$ cat src/hw/rtl/rvenc_pkg.sv
// ----------------------------------------------------------------------------
// rvenc_pkg
// Shared types, operation codes and encoding tables for the RV32IM encoder.
// ----------------------------------------------------------------------------
package rvenc_pkg;

   typedef struct packed {
      logic        [5:0]  mode;
      logic        [4:0]  dest_reg;
      logic        [4:0]  src1_reg;
      logic        [4:0]  src2_reg;
      logic signed [31:0] immediate;
   } req_type;

   typedef struct packed {
      logic [31:0] instr_word;
      logic        range_error;
   } rsp_type;

   typedef enum logic [2:0] {
      FMT_R,
      FMT_I,
      FMT_S,
      FMT_B,
      FMT_J,
      FMT_U,
      FMT_FIXED,
      FMT_NONE
   } fmt_type;

   typedef enum logic [5:0] {
      OP_ADD, OP_SUB, OP_XOR, OP_OR, OP_AND, OP_SLL, OP_SRL, OP_SRA, OP_SLT, OP_SLTU,
      OP_ADDI, OP_XORI, OP_ORI, OP_ANDI, OP_SLLI, OP_SRLI, OP_SRAI, OP_SLTI, OP_SLTIU,
      OP_LB, OP_LH, OP_LW, OP_LBU, OP_LHU,
      OP_SB, OP_SH, OP_SW,
      OP_BEQ, OP_BNE, OP_BLT, OP_BGE, OP_BLTU, OP_BGEU,
      OP_JAL, OP_JALR,
      OP_LUI, OP_AUIPC,
      OP_ECALL, OP_EBREAK,
      OP_MUL, OP_DIV, OP_REM
   } op_type;

   function automatic fmt_type op_format(input op_type op);
      fmt_type f;
      case (op)
         OP_ADD, OP_SUB, OP_XOR, OP_OR, OP_AND, OP_SLL, OP_SRL, OP_SRA, OP_SLT,
         OP_SLTU, OP_MUL, OP_DIV, OP_REM: begin
            f = FMT_R;
         end
         OP_ADDI, OP_XORI, OP_ORI, OP_ANDI, OP_SLLI, OP_SRLI, OP_SRAI, OP_SLTI,
         OP_SLTIU, OP_LB, OP_LH, OP_LW, OP_LBU, OP_LHU, OP_JALR: begin
            f = FMT_I;
         end
         OP_SB, OP_SH, OP_SW: begin
            f = FMT_S;
         end
         OP_BEQ, OP_BNE, OP_BLT, OP_BGE, OP_BLTU, OP_BGEU: begin
            f = FMT_B;
         end
         OP_JAL: begin
            f = FMT_J;
         end
         OP_LUI, OP_AUIPC: begin
            f = FMT_U;
         end
         OP_ECALL, OP_EBREAK: begin
            f = FMT_FIXED;
         end
         default: begin
            f = FMT_NONE;
         end
      endcase
      return f;
   endfunction

   function automatic logic [31:0] base_word(input op_type op);
      logic [31:0] w;
      case (op)
         OP_ADD:    w = 32'h0000_0033;
         OP_SUB:    w = 32'h4000_0033;
         OP_XOR:    w = 32'h0000_4033;
         OP_OR:     w = 32'h0000_6033;
         OP_AND:    w = 32'h0000_7033;
         OP_SLL:    w = 32'h0000_1033;
         OP_SRL:    w = 32'h0000_5033;
         OP_SRA:    w = 32'h4000_5033;
         OP_SLT:    w = 32'h0000_2033;
         OP_SLTU:   w = 32'h0000_3033;
         OP_ADDI:   w = 32'h0000_0013;
         OP_XORI:   w = 32'h0000_4013;
         OP_ORI:    w = 32'h0000_6013;
         OP_ANDI:   w = 32'h0000_7013;
         OP_SLLI:   w = 32'h0000_1013;
         OP_SRLI:   w = 32'h0000_5013;
         OP_SRAI:   w = 32'h4000_5013;
         OP_SLTI:   w = 32'h0000_2013;
         OP_SLTIU:  w = 32'h0000_3013;
         OP_LB:     w = 32'h0000_0003;
         OP_LH:     w = 32'h0000_1003;
         OP_LW:     w = 32'h0000_2003;
         OP_LBU:    w = 32'h0000_4003;
         OP_LHU:    w = 32'h0000_5003;
         OP_SB:     w = 32'h0000_0023;
         OP_SH:     w = 32'h0000_1023;
         OP_SW:     w = 32'h0000_2023;
         OP_BEQ:    w = 32'h0000_0063;
         OP_BNE:    w = 32'h0000_1063;
         OP_BLT:    w = 32'h0000_4063;
         OP_BGE:    w = 32'h0000_5063;
         OP_BLTU:   w = 32'h0000_6063;
         OP_BGEU:   w = 32'h0000_7063;
         OP_JAL:    w = 32'h0000_006F;
         OP_JALR:   w = 32'h0000_0067;
         OP_LUI:    w = 32'h0000_0037;
         OP_AUIPC:  w = 32'h0000_0017;
         OP_ECALL:  w = 32'h0000_0073;
         OP_EBREAK: w = 32'h0010_0073;
         OP_MUL:    w = 32'h0200_0033;
         OP_DIV:    w = 32'h0200_4033;
         OP_REM:    w = 32'h0200_6033;
         default:   w = 32'h0000_0000;
      endcase
      return w;
   endfunction

endpackage

$ cat src/hw/rtl/rvenc_encode.sv
// ----------------------------------------------------------------------------
// rvenc_encode
// Field packing and immediate range check for one registered request.
// ----------------------------------------------------------------------------
module rvenc_encode (
   input  rvenc_pkg::req_type req,
   output rvenc_pkg::rsp_type rsp
);
   import rvenc_pkg::*;

   op_type      op;
   fmt_type     fmt;
   logic [31:0] base;
   logic [31:0] imm;
   logic [31:0] rd_f;
   logic [31:0] rs1_f;
   logic [31:0] rs2_f;
   logic [31:0] rd_hi_f;
   logic [31:0] i_imm;
   logic [31:0] s_imm;
   logic [31:0] b_imm;
   logic [31:0] j_imm;
   logic [31:0] u_imm;
   logic        i_ok;
   logic        b_ok;

   assign op   = op_type'(req.mode);
   assign fmt  = op_format(op);
   assign base = base_word(op);
   assign imm  = req.immediate;

   assign rd_f    = {20'b0, req.dest_reg, 7'b0};
   assign rs1_f   = {12'b0, req.src1_reg, 15'b0};
   assign rs2_f   = {7'b0, req.src2_reg, 20'b0};
   assign rd_hi_f = {7'b0, req.dest_reg, 20'b0};

   assign i_imm = {imm[11:0], 20'b0};
   assign s_imm = {imm[11:5], 13'b0, imm[4:0], 7'b0};
   assign b_imm = {imm[31], imm[10:5], 13'b0, imm[4:1], imm[11], 7'b0};
   assign j_imm = {imm[31], imm[10:1], imm[11], imm[19:12], 12'b0};
   assign u_imm = {imm[31:12], 12'b0};

   // -2048..2047 and -4096..4095: upper bits all copies of the sign
   assign i_ok = (imm[31:11] == '0) || (imm[31:11] == '1);
   assign b_ok = (imm[31:12] == '0) || (imm[31:12] == '1);

   always_comb begin
      rsp.instr_word  = 32'h0;
      rsp.range_error = 1'b0;
      case (fmt)
         FMT_R: begin
            rsp.instr_word = base + rd_f + rs1_f + rs2_f;
         end
         FMT_I: begin
            if (i_ok) begin
               rsp.instr_word = base + rd_f + rs1_f + i_imm;
            end else begin
               rsp.range_error = 1'b1;
            end
         end
         FMT_S: begin
            if (i_ok) begin
               rsp.instr_word = base + rs1_f + rd_hi_f + s_imm;
            end else begin
               rsp.range_error = 1'b1;
            end
         end
         FMT_B: begin
            if (b_ok) begin
               rsp.instr_word = base + rs1_f + rs2_f + b_imm;
            end else begin
               rsp.range_error = 1'b1;
            end
         end
         FMT_J: begin
            rsp.instr_word = base + rd_f + j_imm;
         end
         FMT_U: begin
            rsp.instr_word = base + rd_f + u_imm;
         end
         FMT_FIXED: begin
            rsp.instr_word = base;
         end
         default: begin
            rsp.instr_word = 32'h0;
         end
      endcase
   end

endmodule

$ cat src/hw/rtl/rv32im_instruction_encoder_top.sv
// ----------------------------------------------------------------------------
// rv32im_instruction_encoder_top
// RV32IM instruction encoder: operation, registers and immediate in,
// 32-bit instruction word and range error flag out.
//
//   channel   handshake          payload
//   request   start / busy       req_data  (req_type)
//   response  rsp_valid strobe   rsp_data  (rsp_type)
//
// One item per cycle; busy is never raised. Each request is captured in the
// request register, then passes through the encode logic into the response
// register. rsp_valid is high for exactly one cycle per item. Synchronous
// reset clears both valid flags.
// ----------------------------------------------------------------------------
module rv32im_instruction_encoder_top (
   input  logic               clock,
   input  logic               reset,
   input  logic               start,
   output logic               busy,
   input  rvenc_pkg::req_type req_data,
   output logic               rsp_valid,
   output rvenc_pkg::rsp_type rsp_data
);
   import rvenc_pkg::*;

   req_type req_ff;
   logic    req_valid_ff;
   logic    req_valid_in;
   rsp_type rsp_in;
   rsp_type rsp_ff;
   logic    rsp_valid_ff;

   assign busy         = 1'b0;
   assign req_valid_in = start & ~busy;

   always_ff @(posedge clock) begin
      if (reset) begin
         req_valid_ff <= 1'b0;
         rsp_valid_ff <= 1'b0;
      end else begin
         req_valid_ff <= req_valid_in;
         rsp_valid_ff <= req_valid_ff;
      end
   end

   always_ff @(posedge clock) begin
      if (req_valid_in) begin
         req_ff <= req_data;
      end
      if (req_valid_ff) begin
         rsp_ff <= rsp_in;
      end
   end

   rvenc_encode u_encode (
      .req (req_ff),
      .rsp (rsp_in)
   );

   assign rsp_valid = rsp_valid_ff;
   assign rsp_data  = rsp_ff;

endmodule

$ cat config.mk
export PLATFORM = sky130hd
export DESIGN_NAME = rv32im_instruction_encoder_top
export DESIGN_NICKNAME = d
export VERILOG_FILES = /design/src/hw/rtl/rvenc_pkg.sv /design/src/hw/rtl/rvenc_encode.sv /design/src/hw/rtl/rv32im_instruction_encoder_top.sv
export SDC_FILE = /design/constraint.sdc
export NUM_CORES = 1
export LEC_CHECK = 0
export CELL_PAD_IN_SITES_DETAIL_PLACEMENT = 1
export CELL_PAD_IN_SITES_GLOBAL_PLACEMENT = 1
export CORE_ASPECT_RATIO = 1.75
export CORE_MARGIN = 5
export CORE_UTILIZATION = 45
export CTS_CLUSTER_DIAMETER = 60
export CTS_CLUSTER_SIZE = 12
export DETAILED_ROUTE_END_ITERATION = 10
export DONT_BUFFER_PORTS = 1
export GPL_TIMING_DRIVEN = 0
export PLACE_DENSITY_LB_ADDON = 0.1
export SLEW_MARGIN = 20
export SYNTH_ARGS = -nofsm -noshare
export SYNTH_HDL_FRONTEND = slang
export SYNTH_HIERARCHICAL = 1
export SYNTH_SLANG_ARGS = --single-unit
$ cat constraint.sdc
create_clock -name clock -period 8.2 [get_ports clock]
set_clock_uncertainty 0.15 [all_clocks]
set_input_delay 1.64 -clock clock [delete_from_list [all_inputs] [get_ports clock]]
set_output_delay 1.64 -clock clock [all_outputs]
set_load 0.02 [all_outputs]
==> out/results.tsv <==
stage	metric	value	unit
synthesis	syn_area_per_cell	11.6	um^2
synthesis	Seq cells post-synth	88	
clock_network	Clock transition at path regs	0.07	ns
sta	Setup TNS	0	ns
global_routing	largest net degree at the start of global routing	55	
sta	crit share post-route	0.573	
synthesis	Syn Nets	548	
power	Leak	2.06	nW
power	maximum vdd ir drop	0.127	mV
worst_setup_path	flop-to-flop setup slack	3.50	ns
final_layout	diode count	0	
routing	vias	3964	
final_layout	P&R area growth vs syn	9.84	%
clock_network	CTS tree	done	
worst_setup_path	r2r endpoint	rsp_data[28]	
floorplan	Core Box Area	11900	um^2
clock_network	CTS H-tree depth	3	
worst_setup_path	FF-to-FF Start	req_ff[48]	
sta	setup violators final	0	
sta	final max-slew violation count	0	
place	pre-CTS WS	3.53	ns
place	Routability Congestion	0.851	
worst_setup_path	cell repeated most along the worst path	ha_1	
clock_network	cts hold-fix bufs	0	
worst_setup_path	CP Max Fanout	10	
routing	DR WL/cell	25.2	um
place	PortBufs	0	
run	Max-cap violations	0	
synthesis	share of the synthesized area in the top cell type	0.473	
sta	RSZ-0062 raised after global routing	no	
run_status	status	finished clean	
final_layout	# fillers	1262	
floorplan	Die Width	93.3	um
power	Switch Pwr	0.341	mW
power	combinational group share of total power	0.142	
power	pwr/cell area	203	nW/um^2
routing	initial drt markers	235	
synthesis	most frequent cell after synthesis	edfxtp_1	
routing	DR pass1 iterations	5	
worst_setup_path	CP top delay family	compound AO/OA/AOI/OAI gates	
global_routing	first-pass GRT wire length	24200	um
final_layout	share of layout cells above drive strength 1	0.143	
worst_setup_path	Worst Path Required	8.14	ns
sta	actual slew at the worst max-slew pin	0.794	ns
worst_setup_path	CP arrival	4.64	ns
min_path	Hold WC Path Type	reg2reg	
clock_network	clock root buffer	clkbuf_16	
clock_network	Sink Count	88	
synthesis	Mapped Cells	471	
routing	Via density	6.34	
global_routing	total gr overflow	0	
global_routing	vias in the first global route	4234	
sta	Final Hold Slack	0.378	ns
global_routing	antenna violations before repair	0	
power	sw frac	0.279	
synthesis	Async SR Flop Fraction	0	
sta	Worst Slack Setup Final	3.50	ns
clock_network	worst skew pair latency	0.34	ns
power	Reg power frac	0.481	
floorplan	chip height	156	um
min_path	HP Start	req_ff[38]	
synthesis	Post-synth top cells	86 x edfxtp_1, 35 x nand2_1, 22 x nor2_1, 20 x ha_1, 20 x o21ai_0	
synthesis	Yosys Warn Count	6	
floorplan	die footprint	14500	um^2
sta	Hold Fails Final Rpt	0	
clock_network	Max clock buf depth	2	
floorplan	Rows	53	
clock_network	CTS resizes	0	
synthesis	Main synth FF type	edfxtp_1	
sta	fmax	0.213	GHz
synthesis	area of the mapped netlist	5470	um^2
worst_setup_path	CP Class	reg2reg	
routing	final WL	15800	um
min_path	worst hold endpoint	rsp_data[17]	
worst_setup_path	Startpoint Class	register	
sta	max_slew headroom	0.471	
final_layout	Util after Layout	0.503	
worst_setup_path	crit end category	register	
worst_setup_path	slowest stage cell on the critical path	edfxtp_1	
worst_setup_path	cell chain of the critical path	inv_1 > ha_1 > nor3b_2 > o21ai_2 > buf_6 > a21oi_2 > buf_2 > mux2_2 > ha_1 > a31o_2 > o21ai_1 > o31a_1 > or3_1 > a32o_1	
routing	drt drc	0	
synthesis	Post-synth EDFFs	86	
synthesis	library cells used by synthesis	82	
power	Clock power frac	0.377	
routing	Final ANT Viol Nets	0	
worst_setup_path	Worst R2R Path Depth	14	
min_path	WHS Path Cells	2	
synthesis	post-synth top area cell	edfxtp_1	
floorplan	IO Count	91	
final_layout	Post-layout nets	560	
final_layout	Non-Filler Cell Area, Final	6000	um^2
worst_setup_path	Bufs and invs on worst path	3	
worst_setup_path	Slowest Stage Delay on Critical Path	0.58	ns
synthesis	Seq/Total Area, Yosys	0.480	
floorplan	Initial Util	0.458	
clock_network	CTS Buf Count	9	
place	placed cell areas	5670	um^2
place	Post-DP HPWL	12100	um
global_routing	GR Util All Layers	0.221	
synthesis	top cells by area, synth	edfxtp_1 47%, ha_1 4.6%, xnor2_1 2.6%	
sta	Final min period	4.70	ns
clock_network	post-CTS repair timing setup buffer count	0	
power	Int Power	0.879	mW
state kept, by name (all words and copies together), names as in the netlist:
| register | flops |
|---|---|
| rsp_valid | 1 |
| req_ff | 53 |
| rsp_data | 33 |
| req_valid_ff | 1 |
power groups by stage:
| stage | logic [mW] | clock network [mW] | registers (mW) |
|---|---|---|---|
| 2_1_floorplan | 0.131 | 0 | 0.584 |
| 3_3_place_gp | 0.165 | 0 | 0.600 |
| 3_5_place_dp | 0.172 | 0 | 0.597 |
| 4_1_cts | 0.172 | 0.472 | 0.588 |
| 5_1_grt | 0.189 | 0.493 | 0.591 |
| 6_report | 0.173 | 0.459 | 0.587 |
cells by family after synthesis:
family	share of synthesized area
AND/OR/NAND/NOR	0.152
AO/OA/AOI/OAI	0.196
flip-flops	0.480
buffers and inverters	0.0394
XOR/XNOR	0.0449
adder cells (fa/ha/maj)	0.0495
multiplexers	0.0375
other	0.000686
worst max path at each step:
| stage | slack [ns] | end | cells after the start | startpoint |
|---|---|---|---|---|
| global route | 3.31 | rsp_data[28] | 13 | req_ff[48] |
| detailed placement | 3.53 | rsp_data[28] | 14 | req_ff[48] |
| floorplan | 4.21 | rsp_data[28] | 14 | req_ff[48] |
| global placement | 3.54 | rsp_data[28] | 14 | req_ff[48] |
| CTS | 3.51 | rsp_data[28] | 14 | req_ff[48] |
| finish | 3.50 | rsp_data[28] | 14 | req_ff[48] |
cell usage in the layout (no fill, tap or decap), drive strengths merged, types with 4 or more instances in the layout:
| cell | Yosys | layout |
|---|---|---|
| o22ai | 5 | 5 |
| o21ai | 23 | 23 |
| clkbuf | 8 | 17 |
| nor4 | 8 | 8 |
| a2111oi | 4 | 4 |
| mux2 | 7 | 7 |
| o21a | 5 | 5 |
| a22oi | 7 | 7 |
| a222oi | 4 | 4 |
| nor2 | 22 | 22 |
| nor3b | 6 | 6 |
| mux2i | 10 | 10 |
| and3 | 12 | 12 |
| or2 | 5 | 5 |
| nand2b | 5 | 5 |
| buf | 16 | 17 |
| xnor2 | 16 | 16 |
| o31ai | 4 | 4 |
| nand3 | 14 | 14 |
| a31oi | 5 | 5 |
| a41oi | 4 | 4 |
| xor2 | 12 | 12 |
| a21oi | 19 | 19 |
| nor2b | 5 | 5 |
| nor3 | 9 | 9 |
| inv | 15 | 18 |
| o211ai | 6 | 6 |
| ha | 20 | 20 |
| o32ai | 4 | 4 |
| nand2 | 35 | 35 |
| edfxtp | 86 | 86 |
| a22o | 6 | 6 |
| or3 | 6 | 6 |
| o21bai | 4 | 4 |
| nand4 | 5 | 5 |
metal layers:
metal,track usage,wire (um),up-vias,share of wire
met4,0.0936,583,0,0.037
met5,0,0,-,0
met2,0.422,8920,107,0.57
li1,-,-,1861,-
met3,0.0367,501,34,0.032
met1,0.232,5770,1962,0.37
worst min-delay path, delay by kind of cell, from the launching register on:
kind / cells / cell delay [ns]
flops: 1 / 0.33
compound gates: 1 / 0.05
simple gates: 1 / 0.04
area by class of cell:
class | instances | area [um^2] | area share
Sequential cell | 88 | 2620 | 0.437
Inverter | 15 | 56.3 | 0.00938
Buffer | 24 | 159 | 0.0265
Clock buffer | 9 | 225 | 0.0375
Tap cell | 137 | 171 | 0.0286
Clock inverter | 7 | 113 | 0.0188
Timing Repair Buffer | 1 | 27.5 | 0.00459
Multi-Input combinational cell | 344 | 2630 | 0.438
metrics by stage:
stage | total power [mW] | std cells
2_1_floorplan | 0.714 | 471
3_3_place_gp | 0.765 | 608
3_5_place_dp | 0.769 | 609
4_1_cts | 1.23 | 625
5_1_grt | 1.27 | 625
6_report | 1.22 | 625
No activity file was read; power rests on OpenSTA's default activity.
